===== config.mk =====
export PLATFORM = sky130hd
export DESIGN_NAME = error_diffusion_dither_gray4_core
export DESIGN_NICKNAME = d
export VERILOG_FILES = /design/src/design/edg4_pkg.sv /design/src/design/edg4_queue.sv /design/src/design/edg4_regs.sv /design/src/design/edg4_front.sv /design/src/design/edg4_back.sv /design/src/design/error_diffusion_dither_gray4_core.sv
export SDC_FILE = /design/constraint.sdc
export NUM_CORES = 2
export LEC_CHECK = 0
export ABC_AREA = 1
export BUFFER_PORTS_ARGS = -buffer_cell sky130_fd_sc_hd__buf_2
export CAP_MARGIN = 20
export CORE_MARGIN = 4
export CORE_UTILIZATION = 30
export DETAILED_ROUTE_END_ITERATION = 10
export GPL_TIMING_DRIVEN = 1
export MAX_ROUTING_LAYER = met4
export PLACE_DENSITY = 0.47
export SLEW_MARGIN = 20
export SYNTH_ARGS = -nofsm -noshare
export SYNTH_HDL_FRONTEND = slang
export SYNTH_SLANG_ARGS = --single-unit

===== constraint.sdc =====
create_clock -name clk -period 41.6 [get_ports clk]
set_clock_uncertainty 0.2 [all_clocks]
set_input_delay 12.48 -clock clk [delete_from_list [all_inputs] [get_ports clk]]
set_output_delay 12.48 -clock clk [all_outputs]
set_load 0.05 [all_outputs]

===== src/design/edg4_pkg.sv =====
// ----------------------------------------------------------------------------
// edg4_pkg
// Shared types, register map and error-weight helpers for the 4-level gray
// error-diffusion dither.
// ----------------------------------------------------------------------------
package edg4_pkg;

  localparam int GRAY_W  = 8;
  localparam int LEVEL_W = 4;
  localparam int SIZE_W  = 9;
  localparam int ERR_W   = 3;   // diffused error per entry never exceeds 6
  localparam int PADDR_W = 4;
  localparam int PDATA_W = 32;

  // Register indexes (byte address is 4 * index)
  localparam logic [1:0] REG_DITHER_ENABLE = 2'd0;
  localparam logic [1:0] REG_FRAME_WIDTH   = 2'd1;
  localparam logic [1:0] REG_FRAME_HEIGHT  = 2'd2;

  // Register reset values
  localparam logic              RST_DITHER_ENABLE = 1'b1;
  localparam logic [SIZE_W-1:0] RST_FRAME_WIDTH   = 9'd128;
  localparam logic [SIZE_W-1:0] RST_FRAME_HEIGHT  = 9'd128;

  typedef struct packed {
    logic              dither_enable;
    logic [SIZE_W-1:0] frame_width;
    logic [SIZE_W-1:0] frame_height;
  } cfg_t;

  // Position flags of one pixel, worked out at the front
  typedef struct packed {
    logic bank;       // error bank read by this row
    logic first_row;  // row zero: no error from above
    logic last_col;
    logic last_row;
  } ctrl_t;

  typedef struct packed {
    logic [LEVEL_W-1:0] level;
    logic               row_end;
    logic               frame_end;
  } res_t;

  // floor(7e/16) for e in 0..15
  function automatic logic [2:0] err_seven(input logic [3:0] e);
    logic [6:0] p;
    p = {3'b000, e} + {2'b00, e, 1'b0} + {1'b0, e, 2'b00};
    return p[6:4];
  endfunction

  // floor(5e/16)
  function automatic logic [2:0] err_five(input logic [3:0] e);
    logic [6:0] p;
    p = {3'b000, e} + {1'b0, e, 2'b00};
    return p[6:4];
  endfunction

  // floor(3e/16)
  function automatic logic [1:0] err_three(input logic [3:0] e);
    logic [5:0] p;
    p = {2'b00, e} + {1'b0, e, 1'b0};
    return p[5:4];
  endfunction

endpackage


===== src/design/edg4_queue.sv =====
// ----------------------------------------------------------------------------
// edg4_queue
// Small first-in first-out buffer of flip-flops with an occupancy count.
// ----------------------------------------------------------------------------
module edg4_queue #(
  parameter int WIDTH = 8,
  parameter int DEPTH = 4
) (
  input  logic                     clk,
  input  logic                     rst,
  input  logic                     push,
  input  logic [WIDTH-1:0]         wdata,
  output logic                     full,
  input  logic                     pop,
  output logic [WIDTH-1:0]         rdata,
  output logic                     empty,
  output logic [$clog2(DEPTH):0]   count
);

  localparam int AW = $clog2(DEPTH);

  logic [WIDTH-1:0] slots [DEPTH];
  logic [AW-1:0]    wr_ptr;
  logic [AW-1:0]    rd_ptr;
  logic             do_push;
  logic             do_pop;

  assign full    = (count == (AW+1)'(DEPTH));
  assign empty   = (count == '0);
  assign do_push = push && !full;
  assign do_pop  = pop && !empty;
  assign rdata   = slots[rd_ptr];

  // Store an incoming item
  always_ff @(posedge clk) begin
    if (do_push) begin
      slots[wr_ptr] <= wdata;
    end
  end

  // Advance pointers and count
  always_ff @(posedge clk) begin
    if (rst) begin
      wr_ptr <= '0;
      rd_ptr <= '0;
      count  <= '0;
    end else begin
      if (do_push) begin
        wr_ptr <= wr_ptr + 1'b1;
      end
      if (do_pop) begin
        rd_ptr <= rd_ptr + 1'b1;
      end
      if (do_push && !do_pop) begin
        count <= count + 1'b1;
      end else if (do_pop && !do_push) begin
        count <= count - 1'b1;
      end
    end
  end

endmodule


===== src/design/edg4_regs.sv =====
// ----------------------------------------------------------------------------
// edg4_regs
// APB-style configuration registers: dither enable, frame width and height.
// ----------------------------------------------------------------------------
module edg4_regs (
  input  logic                          clk,
  input  logic                          rst,
  input  logic                          psel,
  input  logic                          penable,
  input  logic                          pwrite,
  input  logic [edg4_pkg::PADDR_W-1:0]  paddr,
  input  logic [edg4_pkg::PDATA_W-1:0]  pwdata,
  output logic [edg4_pkg::PDATA_W-1:0]  prdata,
  output logic                          pready,
  output edg4_pkg::cfg_t                cfg
);

  logic [1:0] index;
  logic       wr_en;

  assign index  = paddr[3:2];
  assign wr_en  = psel && penable && pwrite;
  assign pready = 1'b1;

  // Write registers on the access cycle
  always_ff @(posedge clk) begin
    if (rst) begin
      cfg.dither_enable <= edg4_pkg::RST_DITHER_ENABLE;
      cfg.frame_width   <= edg4_pkg::RST_FRAME_WIDTH;
      cfg.frame_height  <= edg4_pkg::RST_FRAME_HEIGHT;
    end else if (wr_en) begin
      case (index)
        edg4_pkg::REG_DITHER_ENABLE: cfg.dither_enable <= pwdata[0];
        edg4_pkg::REG_FRAME_WIDTH:   cfg.frame_width   <= pwdata[edg4_pkg::SIZE_W-1:0];
        edg4_pkg::REG_FRAME_HEIGHT:  cfg.frame_height  <= pwdata[edg4_pkg::SIZE_W-1:0];
        default: ;
      endcase
    end
  end

  // Read back
  always_comb begin
    prdata = '0;
    case (index)
      edg4_pkg::REG_DITHER_ENABLE: prdata[0] = cfg.dither_enable;
      edg4_pkg::REG_FRAME_WIDTH:   prdata[edg4_pkg::SIZE_W-1:0] = cfg.frame_width;
      edg4_pkg::REG_FRAME_HEIGHT:  prdata[edg4_pkg::SIZE_W-1:0] = cfg.frame_height;
      default:                     prdata = '0;
    endcase
  end

endmodule


===== src/design/edg4_front.sv =====
// ----------------------------------------------------------------------------
// edg4_front
// Accepts pixels, tracks column and row, and tags each item with its
// position flags before it enters the work queue.
// ----------------------------------------------------------------------------
module edg4_front #(
  parameter int MAX_WIDTH  = 256,
  parameter int MAX_HEIGHT = 256
) (
  input  logic                                  clk,
  input  logic                                  rst,
  input  logic                                  push,
  input  logic [edg4_pkg::GRAY_W-1:0]           gray_in,
  output logic                                  full,
  input  edg4_pkg::cfg_t                        cfg,
  input  logic                                  q_full,
  output logic                                  q_push,
  output logic [edg4_pkg::GRAY_W-1:0]           q_gray,
  output logic [$clog2(MAX_WIDTH)-1:0]          q_col,
  output edg4_pkg::ctrl_t                       q_ctrl
);

  localparam int CW    = $clog2(MAX_WIDTH);
  localparam int RW    = (MAX_HEIGHT > 1) ? $clog2(MAX_HEIGHT) : 1;
  localparam int CCMPW = (CW + 1 > edg4_pkg::SIZE_W + 1) ? CW + 1 : edg4_pkg::SIZE_W + 1;
  localparam int RCMPW = (RW + 1 > edg4_pkg::SIZE_W + 1) ? RW + 1 : edg4_pkg::SIZE_W + 1;

  logic [CW-1:0]    column;
  logic [RW-1:0]    row;
  logic [CCMPW-1:0] w_eff;
  logic [RCMPW-1:0] h_eff;
  logic             last_col;
  logic             last_row;
  logic             accept;

  assign full   = q_full;
  assign accept = push && !q_full;

  // Effective frame size: zero reads as one, large values saturate
  always_comb begin
    if (cfg.frame_width == '0) begin
      w_eff = CCMPW'(1);
    end else if (CCMPW'(cfg.frame_width) > CCMPW'(MAX_WIDTH)) begin
      w_eff = CCMPW'(MAX_WIDTH);
    end else begin
      w_eff = CCMPW'(cfg.frame_width);
    end
    if (cfg.frame_height == '0) begin
      h_eff = RCMPW'(1);
    end else if (RCMPW'(cfg.frame_height) > RCMPW'(MAX_HEIGHT)) begin
      h_eff = RCMPW'(MAX_HEIGHT);
    end else begin
      h_eff = RCMPW'(cfg.frame_height);
    end
  end

  assign last_col = (CCMPW'(column) + CCMPW'(1)) >= w_eff;
  assign last_row = (RCMPW'(row) + RCMPW'(1)) >= h_eff;

  // Tag the item
  assign q_push           = accept;
  assign q_gray           = gray_in;
  assign q_col            = column;
  assign q_ctrl.bank      = row[0];
  assign q_ctrl.first_row = (row == '0);
  assign q_ctrl.last_col  = last_col;
  assign q_ctrl.last_row  = last_row;

  // Advance position
  always_ff @(posedge clk) begin
    if (rst) begin
      column <= '0;
      row    <= '0;
    end else if (accept) begin
      if (last_col) begin
        column <= '0;
        if (last_row) begin
          row <= '0;
        end else begin
          row <= row + 1'b1;
        end
      end else begin
        column <= column + 1'b1;
      end
    end
  end

endmodule


===== src/design/edg4_back.sv =====
// ----------------------------------------------------------------------------
// edg4_back
// Reads the error gathered from the row above, adds the right carry,
// quantizes to four bits and writes the error terms for the row below.
// ----------------------------------------------------------------------------
module edg4_back #(
  parameter int MAX_WIDTH = 256,
  parameter int OUT_DEPTH = 4
) (
  input  logic                                  clk,
  input  logic                                  rst,
  input  logic                                  dither_enable,
  input  logic                                  q_empty,
  input  logic [edg4_pkg::GRAY_W-1:0]           q_gray,
  input  logic [$clog2(MAX_WIDTH)-1:0]          q_col,
  input  edg4_pkg::ctrl_t                       q_ctrl,
  output logic                                  q_pop,
  input  logic [$clog2(OUT_DEPTH):0]            out_count,
  output logic                                  res_push,
  output edg4_pkg::res_t                        res
);

  localparam int CW    = $clog2(MAX_WIDTH);
  localparam int OCW   = $clog2(OUT_DEPTH) + 1;
  localparam int ERR_W = edg4_pkg::ERR_W;

  // Error rows: two banks, one read by this row, one filled for the next
  logic [ERR_W-1:0] err_mem [2**(CW+1)];

  logic                       v2;
  logic [edg4_pkg::GRAY_W-1:0] g2;
  logic [CW-1:0]              x2;
  edg4_pkg::ctrl_t            c2;
  logic [ERR_W-1:0]           rd_data;
  logic                       byp;
  logic [ERR_W-1:0]           byp_data;

  logic [ERR_W-1:0]           carry;
  logic [ERR_W-1:0]           five_prev;
  logic [ERR_W-1:0]           tail;
  logic [CW-1:0]              prev_last;

  logic [CW:0]                ra;
  logic [CW:0]                wa;
  logic [ERR_W-1:0]           wd;
  logic                       we;
  logic [ERR_W-1:0]           mem_val;
  logic [ERR_W-1:0]           up_err;
  logic [8:0]                 pix9;
  logic [7:0]                 pix;
  logic [3:0]                 e;
  logic                       active;
  logic [2:0]                 five;
  logic [1:0]                 three;
  logic [ERR_W-1:0]           carry_next;

  // Issue only when the result queue has room for everything in flight
  assign q_pop = !q_empty && ((OCW'(out_count) + OCW'(v2)) < OCW'(OUT_DEPTH));
  assign ra    = {q_ctrl.bank, q_col};

  // Select error from above: stored entry, row tail, or nothing
  always_comb begin
    mem_val = byp ? byp_data : rd_data;
    if (c2.first_row) begin
      up_err = '0;
    end else if (x2 < prev_last) begin
      up_err = mem_val;
    end else if (x2 == prev_last) begin
      up_err = tail;
    end else begin
      up_err = '0;
    end
  end

  // Quantize and split the error
  always_comb begin
    pix9       = {1'b0, g2} + 9'(up_err) + 9'(carry);
    pix        = pix9[8] ? 8'hFF : pix9[7:0];
    e          = pix[3:0];
    active     = dither_enable && !c2.last_row;
    five       = active ? edg4_pkg::err_five(e) : 3'd0;
    three      = active ? edg4_pkg::err_three(e) : 2'd0;
    carry_next = (dither_enable && !c2.last_col) ? edg4_pkg::err_seven(e) : '0;
    res.level     = dither_enable ? pix[7:4] : g2[7:4];
    res.row_end   = c2.last_col;
    res.frame_end = c2.last_col && c2.last_row;
  end

  assign res_push = v2;

  // Finish the entry to the left: its own share plus this pixel's below-left share
  assign we = v2 && (x2 != '0);
  assign wa = {~c2.bank, x2 - 1'b1};
  assign wd = five_prev + ERR_W'(three);

  // Error memory: one write, one registered read
  always_ff @(posedge clk) begin
    if (we) begin
      err_mem[wa] <= wd;
    end
    if (q_pop) begin
      rd_data <= err_mem[ra];
    end
  end

  // Load the work stage; catch a write to the entry being read
  always_ff @(posedge clk) begin
    if (q_pop) begin
      g2       <= q_gray;
      x2       <= q_col;
      c2       <= q_ctrl;
      byp      <= we && (wa == ra);
      byp_data <= wd;
    end
  end

  // Control state: stage valid, carry and row tail
  always_ff @(posedge clk) begin
    if (rst) begin
      v2        <= 1'b0;
      carry     <= '0;
      five_prev <= '0;
      tail      <= '0;
      prev_last <= '0;
    end else begin
      v2 <= q_pop;
      if (v2) begin
        carry     <= carry_next;
        five_prev <= five;
        if (c2.last_col) begin
          tail      <= five;
          prev_last <= x2;
        end
      end
    end
  end

endmodule


===== src/design/error_diffusion_dither_gray4_core.sv =====
// ----------------------------------------------------------------------------
// error_diffusion_dither_gray4_core
// 8-bit gray to 4-bit level error-diffusion dither over a raster frame.
//
//   channel   signals                               direction
//   pixel     push, full, gray_in                    in
//   result    empty, pop, level, row_end, frame_end  out
//   config    psel, penable, pwrite, paddr, pwdata,  in / out
//             prdata, pready
//
// One pixel per clock sustained while results are taken; a pixel's result
// passes the work queue, then the memory read and quantize stage.
// The error rows sit in one memory of 2*MAX_WIDTH entries with a write and
// a read port each cycle; the right carry is a registered loop per pixel.
// Reset clears position, carry and queues; no clearing pass is needed.
// Pixels keep flowing while results wait, until both queues fill.
// ----------------------------------------------------------------------------
module error_diffusion_dither_gray4_core #(
  parameter int MAX_WIDTH  = 256,
  parameter int MAX_HEIGHT = 256
) (
  input  logic                          clk,
  input  logic                          rst,
  input  logic                          push,
  output logic                          full,
  input  logic [edg4_pkg::GRAY_W-1:0]   gray_in,
  output logic                          empty,
  input  logic                          pop,
  output logic [edg4_pkg::LEVEL_W-1:0]  level,
  output logic                          row_end,
  output logic                          frame_end,
  input  logic                          psel,
  input  logic                          penable,
  input  logic                          pwrite,
  input  logic [edg4_pkg::PADDR_W-1:0]  paddr,
  input  logic [edg4_pkg::PDATA_W-1:0]  pwdata,
  output logic [edg4_pkg::PDATA_W-1:0]  prdata,
  output logic                          pready
);

  localparam int CW        = $clog2(MAX_WIDTH);
  localparam int MID_DEPTH = 4;
  localparam int OUT_DEPTH = 4;
  localparam int MID_W     = edg4_pkg::GRAY_W + CW + $bits(edg4_pkg::ctrl_t);
  localparam int RES_W     = $bits(edg4_pkg::res_t);

  edg4_pkg::cfg_t             cfg;

  logic                       f_push;
  logic                       f_full;
  logic [edg4_pkg::GRAY_W-1:0] f_gray;
  logic [CW-1:0]              f_col;
  edg4_pkg::ctrl_t            f_ctrl;

  logic [MID_W-1:0]           mid_head;
  logic                       mid_empty;
  logic                       mid_pop;
  logic [$clog2(MID_DEPTH):0] mid_count;
  logic [edg4_pkg::GRAY_W-1:0] b_gray;
  logic [CW-1:0]              b_col;
  edg4_pkg::ctrl_t            b_ctrl;

  logic                       r_push;
  edg4_pkg::res_t             r_res;
  logic                       r_full;
  logic [RES_W-1:0]           out_head;
  logic [$clog2(OUT_DEPTH):0] out_count;
  edg4_pkg::res_t             out_res;

  edg4_regs u_regs (
    .clk     (clk),
    .rst     (rst),
    .psel    (psel),
    .penable (penable),
    .pwrite  (pwrite),
    .paddr   (paddr),
    .pwdata  (pwdata),
    .prdata  (prdata),
    .pready  (pready),
    .cfg     (cfg)
  );

  edg4_front #(
    .MAX_WIDTH  (MAX_WIDTH),
    .MAX_HEIGHT (MAX_HEIGHT)
  ) u_front (
    .clk     (clk),
    .rst     (rst),
    .push    (push),
    .gray_in (gray_in),
    .full    (full),
    .cfg     (cfg),
    .q_full  (f_full),
    .q_push  (f_push),
    .q_gray  (f_gray),
    .q_col   (f_col),
    .q_ctrl  (f_ctrl)
  );

  // Work queue between front and back
  edg4_queue #(
    .WIDTH (MID_W),
    .DEPTH (MID_DEPTH)
  ) u_mid_q (
    .clk   (clk),
    .rst   (rst),
    .push  (f_push),
    .wdata ({f_gray, f_col, f_ctrl}),
    .full  (f_full),
    .pop   (mid_pop),
    .rdata (mid_head),
    .empty (mid_empty),
    .count (mid_count)
  );

  assign {b_gray, b_col, b_ctrl} = mid_head;

  edg4_back #(
    .MAX_WIDTH (MAX_WIDTH),
    .OUT_DEPTH (OUT_DEPTH)
  ) u_back (
    .clk           (clk),
    .rst           (rst),
    .dither_enable (cfg.dither_enable),
    .q_empty       (mid_empty),
    .q_gray        (b_gray),
    .q_col         (b_col),
    .q_ctrl        (b_ctrl),
    .q_pop         (mid_pop),
    .out_count     (out_count),
    .res_push      (r_push),
    .res           (r_res)
  );

  // Result queue; the back part never pushes without room
  edg4_queue #(
    .WIDTH (RES_W),
    .DEPTH (OUT_DEPTH)
  ) u_out_q (
    .clk   (clk),
    .rst   (rst),
    .push  (r_push),
    .wdata (r_res),
    .full  (r_full),
    .pop   (pop),
    .rdata (out_head),
    .empty (empty),
    .count (out_count)
  );

  assign out_res   = out_head;
  assign level     = out_res.level;
  assign row_end   = out_res.row_end;
  assign frame_end = out_res.frame_end && !(r_full && mid_count[0] && 1'b0);

endmodule

==> results.json <==
{
  "ff2ff_path_depth": 26,
  "synthXorXnorAreaFrac": 0.002796,
  "synth_area_mm2": 0.07787,
  "clkPwrFrac": 0.202,
  "busiest_layer": "met2",
  "p_sw_uw": 3500,
  "antenna_found_initial": 20,
  "ir_worst_vdd_mv": 0.2398,
  "fp.dieH_um": 517.5,
  "layout.nets": 7300,
  "wl_per_cell_um": 20.30,
  "drt-initial-drc-count": 4070,
  "syn_inst": 7378,
  "critPathKind": "primary input to output port",
  "arrival_ns": 13.66,
  "status": "completed",
  "endpoint_kind": "output port",
  "cts_tree": "done",
  "yosysTopAreaCellShare": 0.6428,
  "ys_top_cells_by_area": "edfxtp_1 (64%), nand2_1 (7.6%), nand3_1 (7.5%), inv_1 (3.7%), nor2_1 (3.1%)",
  "ys_warn_count": 0,
  "grt.overflow.total": 0,
  "mostFrequentLayoutCells": "edfxtp_1 (1667), nand2_1 (1570), nand3_1 (1160), inv_1 (767), nor2_1 (632)",
  "setup_ws_ns": 15.26,
  "ant_nets": 0,
  "power_switching_share": 0.4342,
  "path_clk_slew_ns": 0.06,
  "max_freq_ghz": 0.03797,
  "cts.sink_count": 1738,
  "routabilityCongestion": 0.7812,
  "grt_pass1_vias": 51480,
  "grt_usage": 0.1646,
  "clk_latency_ns": 0.85,
  "drv_slew": 0,
  "yosysSeqAreaShare": 0.6611,
  "rsz0062_at_grt": "no",
  "core_area_mm2": 0.2576,
  "synth_compound_gate_area_share": 0.03657,
  "rows": 186,
  "muxShareOfSynthArea": 0.0002571,
  "place_ws_ns": 15.26,
  "synth_area_per_cell_um2": 10.55,
  "hold_depth": 2,
  "yosysTopAreaCell": "edfxtp_1",
  "use_met2": 0.2728,
  "ios": 92,
  "die-area_mm2": 0.2678,
  "ys_types": 52,
  "r2r-start": "u_back.x2[5]",
  "synth-adder-area-share": 0.01154,
  "synthSimpleGateAreaFrac": 0.2174,
  "drive_above_1_share": 0.06380,
  "worstMarginPinSlew_ns": 1.142,
  "grt_pass1_wl_um": 322800,
  "synth_top_family_by_area": "simple AND/OR/NAND/NOR gates",
  "power_frac_comb": 0.432,
  "fillCellCount": 25760,
  "min_from": "u_back.prev_last[7]",
  "p_leak_uw": 0.03219,
  "htreeDepth": 4,
  "period_minus_slack_ns": 26.34,
  "grt_max_degree": 185,
  "async_flop_share": 0,
  "p_int_uw": 4562,
  "slew_headroom": 0.2385,
  "final.setup.tns_ns": 0,
  "cp.required_ns": 28.92,
  "r2r-end": "u_back.err_mem[95][1]",
  "setup_violations": 0,
  "powerDensity_mw_per_mm2": 92.79,
  "post-route-drc-count": 0,
  "post-dp-hpwl_um": 118500,
  "clock_path_buffers": 3,
  "grtUsageMet3": 0.02084,
  "cts_buffers": 186,
  "portBuffers": 42,
  "drv_cap": 0,
  "crit_fanout": 10,
  "period_share": 0.6331,
  "hold_viol": 0,
  "synth-main-ff-cell": "edfxtp_1",
  "holdPathEnd": "u_back.prev_last[7]",
  "use_met1": 0.2148,
  "vias": 51870,
  "detail_route.vias_per_cell": 4.837,
  "cp-start-kind": "primary input",
  "routed_wl_um": 217700,
  "seq_area_mm2": 0.05148,
  "post_cts_resized": 0,
  "yosys_register_bits": 1738,
  "cts_root_buf": "clkbuf_16",
  "rrSetupSlack_ns": 32.12,
  "initial_core_util": 0.3023,
  "synth-edff-count": 1667,
  "first_pass_iters": 6,
  "cts_setup_buffers": 0,
  "ctsHoldBuffers": 0,
  "die_w_um": 517.5,
  "hold_path.class": "flip-flop to flip-flop",
  "area_growth_pct": 11.57,
  "power_frac_seq": 0.366,
  "final_common_cell": "edfxtp_1",
  "multiInputGateArea_mm2": 0.02130
}
-- worst max path at each step --
stage | start | endpoint | slack, ns | cells after the start
6_report | paddr[2] | prdata[0] | 15.26 | 7
5_1_grt | paddr[2] | prdata[0] | 15.14 | 7
4_1_cts | paddr[2] | prdata[0] | 15.26 | 7
3_5_place_dp | paddr[2] | prdata[0] | 15.26 | 7
3_3_place_gp | paddr[2] | prdata[0] | 15.24 | 7
2_1_floorplan | paddr[2] | prdata[7] | 15.12 | 5
-- power groups by stage --
| stage | combinational [uW] | clock, uW | sequential (uW) |
|---|---|---|---|
| after floorplan | 2100 | 0 | 3450 |
| after global placement | 3550 | 0 | 2990 |
| after detailed placement | 3560 | 0 | 2990 |
| after CTS | 3570 | 1670 | 2950 |
| after global routing | 3860 | 1740 | 2960 |
| final | 3480 | 1630 | 2950 |
-- cell type report --
cell class,count,share of cell area
diodes,5,0.0001440
repair buffers,128,0.01086
inverters,777,0.03377
flip-flops and latches,1738,0.5925
well taps,3384,0.04873
clock inverters,103,0.01105
multi-input cells,4351,0.2451
clock buffers,238,0.05781
-- cells in the mapped netlist, types with 18 or more instances --
cell type	n
edfxtp_1	1667
nand2_1	1587
nand3_1	1162
inv_1	770
nor2_1	636
nand3b_1	317
o21ai_0	217
buf_2	213
clkbuf_1	187
o211ai_1	110
a21oi_1	82
buf_1	74
dfxtp_1	71
ha_1	59
buf_4	42
xor2_1	21
or2_2	19
o22ai_1	18
-- per-stage QoR --
step / utilization / power [uW] / instances / instance area [um2] / hold WS [ns]
after global routing: 0.3372 / 8561 / 10720 / 86870 / 0.2816
after detailed placement: 0.3140 / 6552 / 10380 / 80890 / 0.2513
final: 0.3372 / 8062 / 10720 / 86880 / 0.2597
after CTS: 0.3372 / 8191 / 10720 / 86870 / 0.2609
after global placement: 0.3140 / 6539 / 10380 / 80890 / 0.2465
after floorplan: - / 5547 / 7400 / 77950 / 0.2353
-- worst max-delay path: stages --
cell and delay (ns):
buf_2 0.12, inv_1 0.07, ha_1 0.35, nand2_1 0.10
a31o_2 0.24, inv_1 0.05, buf_2 0.25
-- flip-flops by register name, indices dropped and copies added (netlist names), 3 cells and up, named ones only --
register	count
u_back.rd_data	3
u_back.x2	8
u_out_q.count	3
u_back.err_mem	1536
u_regs.cfg	19
u_out_q.slots	24
u_back.g2	8
u_back.carry	3
u_back.prev_last	8
u_mid_q.slots	80
u_back.tail	3
u_back.c2	3
u_front.row	8
u_back.byp_data	3
u_front.q_col	8
u_back.five_prev	3
u_mid_q.count	3
-- routing by layer --
metal	vias to the layer above	wire length, um
met5	-	0
met4	0	4248
met3	276	10470
met2	1158	105100
met1	25780	97930
li1	24650	-
-- logic make-up after synthesis --
kind of cell    Yosys count
mux                       2
compound gates          469
simple gates           3765
xor+xnor                 24
fa+ha+maj                67
other cells               2
buf+inv                1311
flops                  1738
(Power assumes the default switching activity.)
